**src/rtl/core/ted_pkg.sv**
```systemverilog
// Shared types and constants for the text encoding detector.
`timescale 1ns / 1ps

package ted_pkg;

	// Encoding codes reported on the result channel
	localparam logic [2:0] CODE_UTF8    = 3'd0;
	localparam logic [2:0] CODE_UTF16LE = 3'd1;
	localparam logic [2:0] CODE_UTF16BE = 3'd2;
	localparam logic [2:0] CODE_GBK     = 3'd3;
	localparam logic [2:0] CODE_SYSTEM  = 3'd4;

	// Byte order marks
	localparam logic [7:0] BOM8_B0  = 8'hEF;
	localparam logic [7:0] BOM8_B1  = 8'hBB;
	localparam logic [7:0] BOM8_B2  = 8'hBF;
	localparam logic [7:0] BOM16_FF = 8'hFF;
	localparam logic [7:0] BOM16_FE = 8'hFE;

	// GBK byte ranges
	localparam logic [7:0] GBK_LEAD_LO  = 8'h81;
	localparam logic [7:0] GBK_LEAD_HI  = 8'hFE;
	localparam logic [7:0] GBK_TRAIL_LO = 8'h40;
	localparam logic [7:0] GBK_TRAIL_HI = 8'hFE;
	localparam logic [7:0] ASCII_MAX    = 8'h7F;

	// Configuration register
	localparam logic [6:0] SHARE_RESET   = 7'd30;
	localparam logic [6:0] PERCENT_SCALE = 7'd100;

	// Per-file verdict flags handed from the scanner to the decision stages
	typedef struct packed {
		logic bom_utf8;
		logic bom_le;
		logic bom_be;
		logic utf8_ok;
		logic gbk_ok;
	} ted_flags_t;

endpackage

```
**src/rtl/core/ted_scan.sv**
```systemverilog
// Byte scanner: per-file BOM capture, UTF-8 and GBK structure checks, counters.
`timescale 1ns / 1ps

module ted_scan import ted_pkg::*; #(
	parameter int MAX_BYTES = 4096,
	localparam int CW = $clog2(MAX_BYTES + 1)
) (
	input  logic          clk,
	input  logic          arst_n,
	input  logic          accept,
	input  logic [7:0]    data_byte,
	input  logic          last_byte,
	output ted_flags_t    flags,
	output logic [CW-1:0] dbl_count,
	output logic [CW-1:0] tot_count
);

	logic [CW-1:0] bytes_q, bytes_n;
	logic [23:0]   lead_q, lead_n;
	logic [1:0]    pend_q, pend_n;
	logic          u8_bad_q, u8_bad_n;
	logic          await_q, await_n;
	logic          gbk_bad_q, gbk_bad_n;
	logic [CW-1:0] dbl_q, dbl_n;
	logic [CW-1:0] tot_q, tot_n;
	logic          examine;

	assign examine = bytes_q < CW'(MAX_BYTES);

	// Fold the incoming word into the per-file state
	always_comb begin
		bytes_n   = bytes_q;
		lead_n    = lead_q;
		pend_n    = pend_q;
		u8_bad_n  = u8_bad_q;
		await_n   = await_q;
		gbk_bad_n = gbk_bad_q;
		dbl_n     = dbl_q;
		tot_n     = tot_q;
		if (examine) begin
			bytes_n = bytes_q + CW'(1);
			if (bytes_q == CW'(0)) lead_n[23:16] = data_byte;
			if (bytes_q == CW'(1)) lead_n[15:8]  = data_byte;
			if (bytes_q == CW'(2)) lead_n[7:0]   = data_byte;

			// UTF-8 structure
			if (!u8_bad_q) begin
				if (pend_q == 2'd0) begin
					if (data_byte[7] == 1'b0) begin
						pend_n = 2'd0;
					end else if (data_byte[7:5] == 3'b110) begin
						pend_n = 2'd1;
					end else if (data_byte[7:4] == 4'b1110) begin
						pend_n = 2'd2;
					end else if (data_byte[7:3] == 5'b11110) begin
						pend_n = 2'd3;
					end else begin
						u8_bad_n = 1'b1;
					end
				end else if (data_byte[7:6] != 2'b10) begin
					u8_bad_n = 1'b1;
				end else begin
					pend_n = pend_q - 2'd1;
				end
			end

			// GBK lead/trail pairs
			if (!gbk_bad_q) begin
				if (await_q) begin
					if (data_byte >= GBK_TRAIL_LO && data_byte <= GBK_TRAIL_HI &&
							data_byte != ASCII_MAX) begin
						dbl_n   = dbl_q + CW'(1);
						tot_n   = tot_q + CW'(1);
						await_n = 1'b0;
					end else begin
						gbk_bad_n = 1'b1;
					end
				end else if (data_byte <= ASCII_MAX) begin
					tot_n = tot_q + CW'(1);
				end else if (data_byte >= GBK_LEAD_LO && data_byte <= GBK_LEAD_HI) begin
					await_n = 1'b1;
				end else begin
					gbk_bad_n = 1'b1;
				end
			end
		end
	end

	// Verdict flags as they stand after this word
	always_comb begin
		flags.bom_utf8 = bytes_n >= CW'(3) && lead_n[23:16] == BOM8_B0 &&
			lead_n[15:8] == BOM8_B1 && lead_n[7:0] == BOM8_B2;
		flags.bom_le   = bytes_n >= CW'(2) && lead_n[23:16] == BOM16_FF &&
			lead_n[15:8] == BOM16_FE;
		flags.bom_be   = bytes_n >= CW'(2) && lead_n[23:16] == BOM16_FE &&
			lead_n[15:8] == BOM16_FF;
		flags.utf8_ok  = !u8_bad_n && pend_n == 2'd0;
		flags.gbk_ok   = !gbk_bad_n && !await_n && tot_n != CW'(0);
	end

	assign dbl_count = dbl_n;
	assign tot_count = tot_n;

	// Advance on each accepted word; clear after the final one
	always_ff @(posedge clk or negedge arst_n) begin
		if (!arst_n) begin
			bytes_q   <= '0;
			lead_q    <= '0;
			pend_q    <= '0;
			u8_bad_q  <= 1'b0;
			await_q   <= 1'b0;
			gbk_bad_q <= 1'b0;
			dbl_q     <= '0;
			tot_q     <= '0;
		end else if (accept) begin
			if (last_byte) begin
				bytes_q   <= '0;
				lead_q    <= '0;
				pend_q    <= '0;
				u8_bad_q  <= 1'b0;
				await_q   <= 1'b0;
				gbk_bad_q <= 1'b0;
				dbl_q     <= '0;
				tot_q     <= '0;
			end else begin
				bytes_q   <= bytes_n;
				lead_q    <= lead_n;
				pend_q    <= pend_n;
				u8_bad_q  <= u8_bad_n;
				await_q   <= await_n;
				gbk_bad_q <= gbk_bad_n;
				dbl_q     <= dbl_n;
				tot_q     <= tot_n;
			end
		end
	end

	a_bytes_bound: assert property (@(posedge clk) disable iff (!arst_n)
		bytes_q <= CW'(MAX_BYTES))
		else $error("byte count passed the examine limit");

	a_count_order: assert property (@(posedge clk) disable iff (!arst_n)
		dbl_q <= tot_q && tot_q <= bytes_q)
		else $error("character counts out of order");

	a_clear_after_last: assert property (@(posedge clk) disable iff (!arst_n)
		accept && last_byte |=> bytes_q == CW'(0) && tot_q == CW'(0))
		else $error("state not cleared after final word");

endmodule

```
**src/rtl/core/text_encoding_detector_core.sv**
```systemverilog
// Top level of the text encoding detector: config register, scanner, decision pipeline.
//
// Usage:
// Byte channel (byte_valid / byte_stall, data_byte, last_byte) carries one
// file's bytes in order; last_byte marks the final word of the file. Only the
// first MAX_BYTES bytes are examined, later ones only end the file.
// Code channel (code_valid / code_stall, encoding_code) returns one word per
// file: 0 UTF-8, 1 UTF-16LE, 2 UTF-16BE, 3 GBK, 4 system default.
// Throughput: one byte per cycle while byte_stall is low; the scanner updates its counters and flags
// in the cycle the byte is taken, so back-to-back files are fine too.
// Result path: the summary is captured in stage 1 on the edge that takes the final
// byte, stage 2 forms the products, the result register holds the compare/priority pick.
// The GBK share register sits at APB address 0 and is meant to be written
// only while no file is in flight.
// Reset clears all per-file state and the pipeline valids; the share register
// returns to 30 percent. While code_stall is high the result holds and the
// pipeline fills; byte_stall rises only once a final byte can no longer be
// captured, and non-final bytes are then held off as well.
`timescale 1ns / 1ps

module text_encoding_detector_core import ted_pkg::*; #(
	parameter int MAX_BYTES = 4096
) (
	input  logic        clk,
	input  logic        arst_n,
	input  logic        byte_valid,
	output logic        byte_stall,
	input  logic [7:0]  data_byte,
	input  logic        last_byte,
	output logic        code_valid,
	input  logic        code_stall,
	output logic [2:0]  encoding_code,
	input  logic        psel,
	input  logic        penable,
	input  logic        pwrite,
	input  logic [2:0]  paddr,
	input  logic [31:0] pwdata,
	output logic [31:0] prdata,
	output logic        pready
);

	localparam int CW = $clog2(MAX_BYTES + 1);
	localparam int PW = CW + 8;

	logic [6:0]    share_q;
	logic          accept;
	ted_flags_t    scan_flags;
	logic [CW-1:0] scan_dbl, scan_tot;

	logic          valid_s1, valid_s2;
	ted_flags_t    flags_s1, flags_s2;
	logic [CW-1:0] dbl_s1, tot_s1;
	logic [PW-1:0] dbl_prod_s2, lim_prod_s2;
	logic [2:0]    code_q;
	logic          valid_q;
	logic          out_free, s2_free, s1_free;
	logic [2:0]    code_n;

	// Configuration port
	assign pready = 1'b1;
	assign prdata = (paddr[2] == 1'b0) ? {25'd0, share_q} : 32'd0;

	always_ff @(posedge clk or negedge arst_n) begin
		if (!arst_n) begin
			share_q <= SHARE_RESET;
		end else if (psel && penable && pwrite && pready && paddr[2] == 1'b0) begin
			share_q <= pwdata[6:0];
		end
	end

	// Pipeline flow control
	assign out_free   = !valid_q || !code_stall;
	assign s2_free    = !valid_s2 || out_free;
	assign s1_free    = !valid_s1 || s2_free;
	assign byte_stall = !s1_free;
	assign accept     = byte_valid && !byte_stall;

	ted_scan #(.MAX_BYTES(MAX_BYTES)) u_scan (
		.clk       (clk),
		.arst_n    (arst_n),
		.accept    (accept),
		.data_byte (data_byte),
		.last_byte (last_byte),
		.flags     (scan_flags),
		.dbl_count (scan_dbl),
		.tot_count (scan_tot)
	);

	// Stage 1: capture the file summary on its final word
	always_ff @(posedge clk or negedge arst_n) begin
		if (!arst_n) begin
			valid_s1 <= 1'b0;
		end else if (s1_free) begin
			valid_s1 <= accept && last_byte;
		end
	end

	always_ff @(posedge clk) begin
		if (s1_free && accept && last_byte) begin
			flags_s1 <= scan_flags;
			dbl_s1   <= scan_dbl;
			tot_s1   <= scan_tot;
		end
	end

	// Stage 2: form both sides of the share compare
	always_ff @(posedge clk or negedge arst_n) begin
		if (!arst_n) begin
			valid_s2 <= 1'b0;
		end else if (s2_free) begin
			valid_s2 <= valid_s1;
		end
	end

	always_ff @(posedge clk) begin
		if (s2_free && valid_s1) begin
			flags_s2    <= flags_s1;
			dbl_prod_s2 <= PW'(dbl_s1) * PW'(PERCENT_SCALE);
			lim_prod_s2 <= PW'({1'b0, share_q} + 8'd1) * PW'(tot_s1);
		end
	end

	// Pick the code in priority order
	always_comb begin
		if (flags_s2.bom_utf8) begin
			code_n = CODE_UTF8;
		end else if (flags_s2.bom_le) begin
			code_n = CODE_UTF16LE;
		end else if (flags_s2.bom_be) begin
			code_n = CODE_UTF16BE;
		end else if (flags_s2.utf8_ok) begin
			code_n = CODE_UTF8;
		end else if (flags_s2.gbk_ok && dbl_prod_s2 >= lim_prod_s2) begin
			code_n = CODE_GBK;
		end else begin
			code_n = CODE_SYSTEM;
		end
	end

	// Result register
	always_ff @(posedge clk or negedge arst_n) begin
		if (!arst_n) begin
			valid_q <= 1'b0;
		end else if (out_free) begin
			valid_q <= valid_s2;
		end
	end

	always_ff @(posedge clk) begin
		if (out_free && valid_s2) begin
			code_q <= code_n;
		end
	end

	assign code_valid    = valid_q;
	assign encoding_code = code_q;

	a_code_range: assert property (@(posedge clk) disable iff (!arst_n)
		code_valid |-> encoding_code <= CODE_SYSTEM)
		else $error("encoding code out of range");

	a_final_captured: assert property (@(posedge clk) disable iff (!arst_n)
		accept && last_byte |=> valid_s1)
		else $error("final word not captured");

	a_s2_held: assert property (@(posedge clk) disable iff (!arst_n)
		valid_s2 && valid_q && code_stall |=> valid_s2 && $stable(dbl_prod_s2))
		else $error("stage 2 lost while result stalled");

endmodule
```
**config.mk**
```make
export PLATFORM = sky130hd
export DESIGN_NAME = text_encoding_detector_core
export DESIGN_NICKNAME = d
export VERILOG_FILES = /design/src/rtl/core/ted_pkg.sv /design/src/rtl/core/ted_scan.sv /design/src/rtl/core/text_encoding_detector_core.sv
export SDC_FILE = /design/constraint.sdc
export NUM_CORES = 1
export LEC_CHECK = 0
export BUFFER_PORTS_ARGS = -buffer_cell sky130_fd_sc_hd__buf_4
export CORE_MARGIN = 5
export CORE_UTILIZATION = 30
export CTS_CLUSTER_SIZE = 10
export DETAILED_ROUTE_END_ITERATION = 6
export HOLD_SLACK_MARGIN = 0.05
export PLACE_DENSITY = 0.46
export SKIP_CTS_REPAIR_TIMING = 1
export SLEW_MARGIN = 15
export SYNTH_ARGS = -nofsm -noshare
export SYNTH_HDL_FRONTEND = slang
export SYNTH_HIERARCHICAL = 1
export SYNTH_SLANG_ARGS = --single-unit
```
**constraint.sdc**
```tcl
create_clock -name clk -period 14.63 [get_ports clk]
set_input_delay 1.463 -clock clk [delete_from_list [all_inputs] [get_ports clk]]
set_output_delay 1.463 -clock clk [all_outputs]
set_load 0.03 [all_outputs]
```
; ---- After elaboration in Yosys (flattened, before gate mapping)
; Index checks and enable logic that the tools add are counted.
[totals]
output_inout_bits = 38
input_bits = 51
register_bits = 156
[op_classes]
n_lt_le_gt_ge = 8
n_addsub = 5
n_eq_ne = 14
multipliers = 2
mux = 54
bitwise_logic = 1
reduce_logical = 40
[op_table]
columns = cell, count
row1 = $mux 13, 13
row2 = $eq 8x8->1 const B, 7
row3 = $mux 24, 2
row4 = $add 13x1->13 const B, 3
row5 = $ge 13x2->1 const B, 2
row6 = $mux 8, 3
row7 = $logic_and 1x1->1, 23
row8 = $mux 1, 23
row9 = $mux 2, 11
row10 = $ge 20x21->1, 1
row11 = $mul 8x13->21, 1
row12 = $mul 13x5->18 const B, 1
row13 = $eq 13x1->1 const B, 1
row14 = $eq 13x2->1 const B, 1
row15 = $logic_not 13->1, 1
row16 = $lt 13x13->1 const B, 1
row17 = $reduce_bool 13->1, 1
row18 = $add 7x1->8 const B, 1
row19 = $ge 8x7->1 const B, 1
row20 = $ge 8x8->1 const B, 1
row21 = $le 8x7->1 const B, 1
row22 = $le 8x8->1 const B, 1
row23 = $logic_not 1->1, 8
row24 = $ne 8x7->1 const B, 1
row25 = other kinds (12), 15

; ---- Longest topological paths before layout
; Gate-level depths: netlist of run 1.
[depth]
word_depth = 10
depth_mapped = 22

; ---- Hierarchy
; The synthesis of run 1 kept the hierarchy.
[modules_own_cells]
columns = mod, cells_each, instances, area_per_inst_um2
row1 = text_encoding_detector_core, 789, 1, 8285.4
row2 = ted_scan, 513, 1, 4531.8

; ---- Worst setup path after synthesis of run 1
; Ideal clock, no wire load.
[synth_path]
kind = register -> register
startpoint = reg share_q[1]
endpoint = reg lim_prod_s2[20], data pin
setup_time_ns = 0.190
path_stages_with_launch = 20
setup_slack_ns = 9.123
arrival_time_ns = 5.317
path_cell_list = dfstp_2 > ha_1 > nand3_1 > nor2_1 > xnor2_1 > clkbuf_1 > nor2b_1 > fa_1 > fa_1 > fa_1 > inv_1 > fa_1 > inv_1 > ha_1 > a21o_1 > or3_4 > a31oi_4 > o31ai_4 > mux2i_1 > a2111oi_2
[synth_via]
elab_chain_cells = 2
[synth_lines]
columns = item, line
row1 = start: declaration, text_encoding_detector_core.sv:45  ; logic [6:0] share_q;
row2 = start signal: assignment, text_encoding_detector_core.sv:67  ; share_q <= pwdata[6:0];
row3 = $add 7x1->8, text_encoding_detector_core.sv:119  ; lim_prod_s2 <= PW'({1'b0, share_q} + 8'd1) * PW'(tot_s1);
row4 = $mul 8x13->21, text_encoding_detector_core.sv:119
row5 = end signal: assignment, text_encoding_detector_core.sv:119
row6 = end: declaration, text_encoding_detector_core.sv:53  ; logic [PW-1:0] dbl_prod_s2, lim_prod_s2;
; No other way between the ends.
; A chain may end at the register's enable or synchronous reset.

; ---- Worst setup path after layout of run 1
[layout_path]
startpoint = reg share_q[0]
endpoint = reg lim_prod_s2[20], data pin
; Same word-level chain as after synthesis.

==> results of run 1 <==
## power breakdown
part	leakage (nW)	internal (mW)	total, mW	switching (mW)
Combinational	4.13	0.445	1.07	0.621
Sequential	1.80	0.583	0.653	0.0710
Clock	0.275	0.268	0.455	0.187
## state kept, by name, indices dropped and copies added (netlist names), 2 cells and up
signal	cells
u_scan/pend_q	2
u_scan/dbl_q	13
u_scan/bytes_q	13
flags_s2	5
dbl_s1	13
u_scan/tot_q	13
dbl_prod_s2	18
lim_prod_s2	21
flags_s1	5
share_q	7
tot_s1	13
encoding_code	3
u_scan/lead_q	24
## final timing paths
| kind | startpoint | endpoint | slack, ns | cells past startpoint |
|---|---|---|---|---|
| hold / removal | flags_s1[1] | flags_s2[1] | 0.42 | 0 |
| max in group asynchronous | arst_n | u_scan/bytes_q[10] | 12.66 | 2 |
| setup reg to reg | share_q[0] | lim_prod_s2[20] | 8.65 | 19 |
| min in group asynchronous | arst_n | u_scan/tot_q[7] | 0.97 | 1 |
| setup / recovery | share_q[0] | lim_prod_s2[20] | 8.65 | 19 |
| hold reg to reg | flags_s1[1] | flags_s2[1] | 0.42 | 0 |
## layer usage
layer,routed length (um),GRT usage
met1,13370,0.1632
met2,13840,0.2091
met3,778,0.01744
met4,419,0.03413
met5,0,0
## Yosys cell counts (4+ instances only)
cell type / count
o21ai_1: 13
nand2_1: 82
o41ai_1: 4
nand4b_1: 4
xor2_1: 18
dfstp_2: 4
and3_1: 16
and4_1: 8
buf_2: 4
a22o_1: 9
o22ai_1: 6
fa_1: 74
a21o_1: 15
mux2i_1: 10
and2_1: 41
a21oi_1: 47
dfrtp_1: 74
o2bb2ai_1: 35
ha_1: 110
a31oi_1: 13
o31ai_1: 10
o21bai_1: 4
nand4_1: 18
buf_4: 26
clkbuf_1: 45
nor2b_1: 42
o21ai_0: 36
nor4_1: 7
nand3_1: 27
mux2_2: 11
edfxtp_1: 78
a211oi_1: 5
o21a_1: 6
o211ai_1: 4
nor2_1: 57
xnor2_1: 38
inv_1: 166
nor3_1: 20
buf_1: 8
nand2b_1: 20
a22oi_1: 23
## cell families (layout without fill, tap and decap cells)
family          count (synthesis)  after routing  synth area share
flops                         156            156            0.3354
mux                            22             22           0.01835
compound gates                265            265            0.1480
buf+inv                       252            245           0.08249
fa+ha+maj                     184            184            0.2230
xor+xnor                       56             56           0.03827
simple gates                  365            365            0.1539
other cells                     2             26         0.0005859
## layout make-up
cell class,instances,share of cell area
repair buffers,46,0.02451
multi-input cells,918,0.5366
clock inverters,11,0.01021
flip-flops and latches,156,0.3051
clock buffers,21,0.03126
inverters,167,0.04449
well taps,539,0.04786
## through the flow
step	std cells	cell area (sq um)	worst slack [ns]	util
floorplan	1326	12910	9.123	-
global placement	1826	13510	8.614	0.3206
detailed placement	1826	13510	8.613	0.3206
CTS	1858	14090	8.567	0.3344
global route	1858	14090	8.348	0.3344
finish	1858	14090	8.652	0.3344
==> results.cfg, run 1 <==
[cells_and_area]
design.final.nets = 1541
layout-drive-gt1-share = 0.08188
final_layout_fill_cell_count = 4263
layout.cells.most_common = inv_1
antenna_cells_inserted = 0
mostFrequentLayoutCells = inv_1, ha_1, nand2_1
multi_input_area_sq_mm = 0.007561
syn_to_final_growth_pct = 9.937
sequential_cell_area_sq_mm = 0.004299

[timing]
final.setup_skew_ns = 0.01441
tightest_slew_ns = 1.047
hold_slack_ns = 0.4208
worst_slew_margin_rel = 0.2993
grt_setup_unrepaired = false
final-setup-viol-count = 0
number_of_pins_exceeding_their_max_slew_limit_in_the_final_report = 0
finalWorstPathRequiredPeriod_ns = 5.978
timing.fmax_mhz = 167.3
setup_total_negative_slack_ns = 0
final-hold-violation-count = 0
fraction_of_the_cycle_the_final_worst_path_needs = 0.4086

[worst_setup_path]
worstPathCellList = ha_1 -> nand3_1 -> nor2_1 -> xnor2_1 -> buf_4 -> nor2b_1 -> fa_1 -> fa_1 -> fa_1 -> inv_1 -> fa_1 -> inv_1 -> ha_1 -> a21o_1 -> or3_4 -> a31oi_4 -> o31ai_4 -> mux2i_1 -> a2111oi_2
worstPathMaxFanout = 18
timing.critical_path.to_type = flip-flop
cpLargestDelayFamily = adder cells
worstSetupStartpointType = flip-flop
setup.worst_path.class = flip-flop to flip-flop
worst-endpoint-arrival_ns = 6.21
crit_top_cell = fa_1
crit_path_buffers_inverters = 3
critPathSlowestCell = dfrtp_1
largest_stage_delay_worst_path_ns = 0.75
worst-endpoint-required_ns = 14.86

[die]
die-height_um = 216.7
ios = 89
design.die.area_sq_mm = 0.04696
die_width_um = 216.7
floorplan.core_area_sq_mm = 0.04213
starting_density = 0.3042
fp-row-count = 75

[synthesis]
synth_area_per_cell_sq_um = 9.844
yosysSeqAreaShare = 0.3354
leading_post_synthesis_cells_by_cell_area = edfxtp_1, dfrtp_1, fa_1
count_of_warnings_emitted_by_yosys = 6
dominantRegCellSynth = edfxtp_1
yosys.area.top_type = edfxtp_1
asyncSetResetFlopFracSynth = 0.5000
synth_top_area_frac = 0.1827
number_of_synthesized_flops_with_an_enable_pin = 78
ys_ff_latch = 156
number_of_distinct_library_cell_variants_in_the_gate_level_netlist_after_synthesis = 86
mappedNetlistArea_sq_mm = 0.01282
netlist_instances = 1302

[clocking]
clk_latency_ns = 0.43
cts-buffers-inserted = 17
cts_tree = built
cts-root-buf = clkbuf_16
clockBufferDepth = 2
clkSlewWorstSetupHoldPaths_ns = 0.06
cts_max_level = 4
clkSinkCount = 156

[global_routing]
number_of_antenna_violations_at_the_first_check_in_global_routing = 0
globalRoute.totalOverflow = 0
grt_start_max_net_pins = 60
globalRouteTotalUtil = 0.1226
grt_first_pass_wirelength_um = 47470
grt_pass1_vias = 9212

[routing]
drcViolationCount = 0
detail-route-antenna-nets = 0
viasPerCell = 4.924
drt_first_pass_iters = 5
drt_iter0_markers = 440
vias = 9148
drt_wl_total_um = 28410
wl_per_cell_um = 15.29

[power]
finalPower_mw = 2.174
power_per_cell_area_mw_per_mm2 = 154.3
power.static_leakage_nw = 6.203
ir_drop_mv = 0.08966

[outcome]
status = completed

[run]
timing.max_cap.violations = 0

[placed_design]
dp.final_hpwl_um = 21230
place.gp.congestion = 0.7570
buffer_ports.inserted = 35

[hold_path]
holdCritPathClass = flip-flop to flip-flop
(Power assumes the default switching activity.)
==> run 2, diff against run 1 <==
- clock period: 14.63 -> 5.6 ns (I/O delays scaled with it)
==> run 2 against run 1 <==
  * Setup slack lost 8.4 ns
  * Clock power grew to 2.6 times the previous value
  * Final cell count grew 0.97%
  * Clock-buffer cell count shrank 3
  * Maximum frequency grew 11%
  * Via count shrank 0.15%
  * Sequential share of layout area shrank 0.41 points
  * Critical path type unchanged
==> results.cfg, run 2 (synthesis gave the netlist of run 1 again) <==
[placed_design]
place.gp.congestion = 0.7703
dp.final_hpwl_um = 21450
pre_cts_ws_ns = -0.02223
buffer_ports.inserted = 35
cell_area_after_placement_sq_mm = 0.01365

[timing]
final.setup_skew_ns = 0.02067
finalWorstPathRequiredPeriod_ns = 5.379
final-hold-violation-count = 0
fraction_of_the_cycle_the_final_worst_path_needs = 0.9606
final-setup-viol-count = 0
worst_slew_margin_rel = 0.2250
number_of_pins_exceeding_their_max_slew_limit_in_the_final_report = 0
hold_slack_ns = 0.07197
tightest_slew_ns = 1.153
worst_slack_ns = 0.2209
setup_total_negative_slack_ns = 0
timing.fmax_mhz = 185.9

[cells_and_area]
largest_register_ffs = 24
post_route_cell_area_sq_mm = 0.01429
design.final.nets = 1559
largestRegisters = u_scan/lead_q (24), lim_prod_s2 (21), dbl_prod_s2 (18)
antenna_cells_inserted = 0
final_layout_fill_cell_count = 4311
layout.cells.most_common = inv_1
syn_to_final_growth_pct = 11.45
mostFrequentLayoutCells = inv_1, ha_1, nand2_1
layout-drive-gt1-share = 0.1025
max_flop_register = u_scan/lead_q

[global_routing]
grt_start_max_net_pins = 60
globalRouteTotalUtil = 0.1231
grt_first_pass_wirelength_um = 47350
globalRoute.totalOverflow = 0
grt_pass1_vias = 9223
number_of_antenna_violations_at_the_first_check_in_global_routing = 0

[clocking]
cts-root-buf = clkbuf_16
cts_tree = built
cts_max_level = 4
cts-buffers-inserted = 17
clockBufferDepth = 2
clkSlewWorstSetupHoldPaths_ns = 0.07
clk_latency_ns = 0.44
clkSinkCount = 156

[hold_path]
holdCritPathClass = primary input to asynchronous set/reset pin

[die]
die_width_um = 216.7
design.die.area_sq_mm = 0.04696
starting_density = 0.3042
ios = 89
fp-row-count = 75
die-height_um = 216.7
floorplan.core_area_sq_mm = 0.04213

[routing]
drcViolationCount = 0
drt_iter0_markers = 447
viasPerCell = 4.869
detail-route-antenna-nets = 0
wl_per_cell_um = 15.12
drt_wl_total_um = 28360
vias = 9134
drt_first_pass_iters = 5

[outcome]
status = completed

[power]
ir_drop_mv = 0.2576
power.static_leakage_nw = 6.316
power_per_cell_area_mw_per_mm2 = 409.3

[run]
timing.max_cap.violations = 0

[worst_setup_path]
worstSetupStartpointType = flip-flop
worst-endpoint-required_ns = 5.84
worst-endpoint-arrival_ns = 5.62
timing.critical_path.to_type = flip-flop
worstPathMaxFanout = 5
setup.worst_path.class = flip-flop to flip-flop
run 2: critical path, stage by stage, from the launching register on:
cell       delay (ns)
dfstp_2          0.53
ha_1             0.17
nand3_1          0.16
nor2_2           0.15
xnor2_2          0.19
buf_4            0.20
buf_4            0.14
nor2b_1          0.06
fa_1             0.51
inv_1            0.06
fa_1             0.53
inv_1            0.05
fa_1             0.52
inv_1            0.05
fa_1             0.52
inv_1            0.04
ha_1             0.29
nand2_1          0.07
buf_4            0.14
o31ai_4          0.31
mux2i_1          0.13
a2111oi_2        0.35
run 2: path summary, 6_finish.rpt:
path | cells past startpoint | from | slack (ns) | to
setup / recovery | 21 | share_q[1] | 0.22 | lim_prod_s2[20]
hold / removal | 1 | arst_n | 0.07 | u_scan/tot_q[6]
setup reg to reg | 21 | share_q[1] | 0.22 | lim_prod_s2[20]
hold reg to reg | 0 | flags_s1[1] | 0.44 | flags_s2[1]
max in group asynchronous | 2 | arst_n | 4.52 | valid_s2
min in group clk | 2 | pwdata[4] | 0.35 | share_q[4]
run 2: final cells by class:
cell class              count  area [sq um]  area share
multi-input cells         918          7604      0.5323
repair buffers             64         493.0     0.03451
clock buffers              18         429.2     0.03004
flip-flops and latches    156          4299      0.3010
well taps                 539         674.4     0.04721
inverters                 167         626.9     0.04388
clock inverters            14         158.9     0.01112
run 2: per-stage QoR:
step | power, mW | utilization | std cells
after floorplan | 3.870 | - | 1326
after global placement | 4.692 | 0.3241 | 1844
after detailed placement | 4.727 | 0.3241 | 1844
after CTS | 5.952 | 0.3380 | 1876
after global routing | 6.394 | 0.3390 | 1876
final | 5.848 | 0.3390 | 1876
run 2: report_power, final:
group          switching [mW]  leakage (nW)  internal, mW
clock                   0.517         0.278         0.666
combinational            1.65          4.24          1.32
sequential              0.173          1.80          1.52
total                    2.34          6.32          3.51
run 2: per-layer routing:
metal,vias up,global-route usage,routed length (um)
met1,4494,0.1610,13200
met2,88,0.2126,14220
met5,-,0,0
met4,0,0.03244,308
met3,14,0.01982,643
li1,4538,-,-
==> run 3, diff against run 2 <==
- CAP_MARGIN: default -> 10
- CTS_BUF_LIST: default -> sky130_fd_sc_hd__clkbuf_8
- PLACE_DENSITY: 0.46 -> 0.48
- clock period: 5.6 -> 4.35 ns (I/O delays scaled with it)
==> run 3 against run 2 <==
  * The run now ends with negative setup slack left
  * Clock-buffer cell count is 1 lower
  * Sequential power is 29% higher
  * Die area stayed put
  * Clock power is 9% lower
  * Clock skew is 0.0041 ns lower
  * Global-route usage is 0.10 points higher
  * Sequential cell count stayed put
  * Critical path depth is 2 lower
  * Design area is 4.1% higher
  * Total power is 37% higher
  * Largest power group unchanged
==> results.cfg, run 3 (synthesis gave the netlist of run 1 again) <==
[outcome]
status = finished with violations
failing_checks = negative setup slack

[worst_setup_path]
worst-endpoint-arrival_ns = 5.38
setup.worst_path.class = flip-flop to flip-flop
regToRegEndpoint = lim_prod_s2[20]
worstSetupStartpointType = flip-flop
ff2ff_path_depth = 19
r2r_start = share_q[1]
worst-endpoint-required_ns = 4.62
worstPathMaxFanout = 6
r2r_setup_slack_ns = -0.75
timing.critical_path.to_type = flip-flop

[die]
starting_density = 0.3042
die_width_um = 216.7
design.die.area_sq_mm = 0.04696
fp-row-count = 75
ios = 89
die-height_um = 216.7
floorplan.core_area_sq_mm = 0.04213

[timing]
worst_slack_ns = -0.7528
timing.fmax_mhz = 196.0
tightest_slew_ns = 1.061
worst_slew_margin_rel = 0.2903
number_of_pins_exceeding_their_max_slew_limit_in_the_final_report = 0
setup_total_negative_slack_ns = -6.236
final-setup-viol-count = 14
finalWorstPathRequiredPeriod_ns = 5.103
final.setup_skew_ns = 0.01653
final-hold-violation-count = 0
grt_setup_unrepaired = true
fraction_of_the_cycle_the_final_worst_path_needs = 1.173

[routing]
drt_wl_total_um = 28960
wl_per_cell_um = 14.92
drt_iter0_markers = 417
drt_first_pass_iters = 5
viasPerCell = 4.840
drcViolationCount = 0
detail-route-antenna-nets = 0
vias = 9394

[global_routing]
grt_pass1_vias = 9374
grt_start_max_net_pins = 68
number_of_antenna_violations_at_the_first_check_in_global_routing = 0
globalRoute.totalOverflow = 0
globalRouteTotalUtil = 0.1241
grt_first_pass_wirelength_um = 48420

[power]
share_clk_of_total_power = 0.133
power_report.internal_total_mw = 4.765
power_frac_seq = 0.272
netSwitchingPower_mw = 3.252
swShare = 0.4057
ir_drop_mv = 0.3809
finalPower_mw = 8.017
power_per_cell_area_mw_per_mm2 = 539.2
comb_power_share = 0.595
power.static_leakage_nw = 6.585

[hold_path]
hold_path.startpoint = code_stall
worstHoldPathCells = 2
holdCritPathClass = primary input to flip-flop
whs_endpoint = code_valid

[run]
timing.max_cap.violations = 0

[cells_and_area]
max_flop_register = u_scan/lead_q
post_layout_nonfiller_instances = 1941
largest_register_ffs = 24
syn_to_final_growth_pct = 16.00
final_layout_fill_cell_count = 4260
antenna_cells_inserted = 0
mostFrequentLayoutCells = inv_1, buf_4, ha_1
sequential_cell_area_sq_mm = 0.004299
largestRegisters = u_scan/lead_q (24), lim_prod_s2 (21), dbl_prod_s2 (18)
layout.cells.most_common = inv_1
design.final.nets = 1624
layout-drive-gt1-share = 0.1762
multi_input_area_sq_mm = 0.007899

[clocking]
cts_max_level = 4
clockBufferDepth = 2
cts-root-buf = clkbuf_8
clk_latency_ns = 0.47
clkSinkCount = 156
cts_tree = built
clkSlewWorstSetupHoldPaths_ns = 0.09
cts-buffers-inserted = 17

[placed_design]
pre_cts_ws_ns = -0.8676
buffer_ports.inserted = 35
dp.final_hpwl_um = 21840
place.gp.congestion = 0.7964
numPlacedInstances = 1900
-- run 3: stage by stage --
stage	hold slack, ns	instance area [sq um]	utilization
6_report	0.1996	14870	0.3529
5_1_grt	0.1508	14870	0.3529
4_1_cts	-0.008287	14590	0.3462
3_5_place_dp	0.4295	14220	0.3374
3_3_place_gp	0.4136	14220	0.3374
2_1_floorplan	0.1394	13090	-
-- run 3: worst max-delay path, cell delays in order (launching register included) --
cell	delay, ns
dfstp_2	0.56
ha_4	0.14
nand3_4	0.11
nor2_4	0.15
xnor2_4	0.18
buf_6	0.15
nor2b_4	0.03
fa_1	0.55
fa_1	0.43
fa_1	0.49
inv_1	0.05
fa_1	0.51
inv_2	0.04
ha_4	0.21
a21o_1	0.18
or3_4	0.34
a31oi_4	0.27
o31ai_4	0.13
mux2i_1	0.15
a2111oi_2	0.21
-- run 3: worst max-delay path by stage --
stage / from / to / slack (ns) / cells past startpoint
after floorplan: share_q[1] / lim_prod_s2[20] / -0.51 / 19
after global placement: share_q[1] / lim_prod_s2[20] / -0.83 / 18
after detailed placement: share_q[1] / lim_prod_s2[20] / -0.87 / 18
after CTS: share_q[1] / lim_prod_s2[20] / -0.91 / 18
after global routing: share_q[1] / lim_prod_s2[20] / -0.95 / 19
final: share_q[1] / lim_prod_s2[20] / -0.75 / 19
-- run 3: per-layer routing --
layer / GRT usage / up-vias / routed length, um
met2: 0.2093 / 94 / 14080
met5: 0 / - / 0
met1: 0.1711 / 4628 / 14080
li1: - / 4660 / -
met4: 0.02290 / 0 / 235
met3: 0.01926 / 12 / 563
-- run 3: power groups by stage --
stage / clock network [mW] / logic (mW) / registers (mW)
floorplan: 0 / 3.13 / 2.13
global placement: 0 / 4.43 / 2.20
detailed placement: 0 / 4.48 / 2.21
CTS: 1.12 / 4.50 / 2.18
global route: 1.18 / 5.43 / 2.22
finish: 1.07 / 4.77 / 2.18
-- run 3: final cells by class --
cell class	instances	share of cell area
multi-input combinational	918	0.5313
sequential	156	0.2892
timing repair buffer	129	0.06724
tap	539	0.04536
inverter	167	0.04216
clock buffer	17	0.01574
clock inverter	15	0.009089
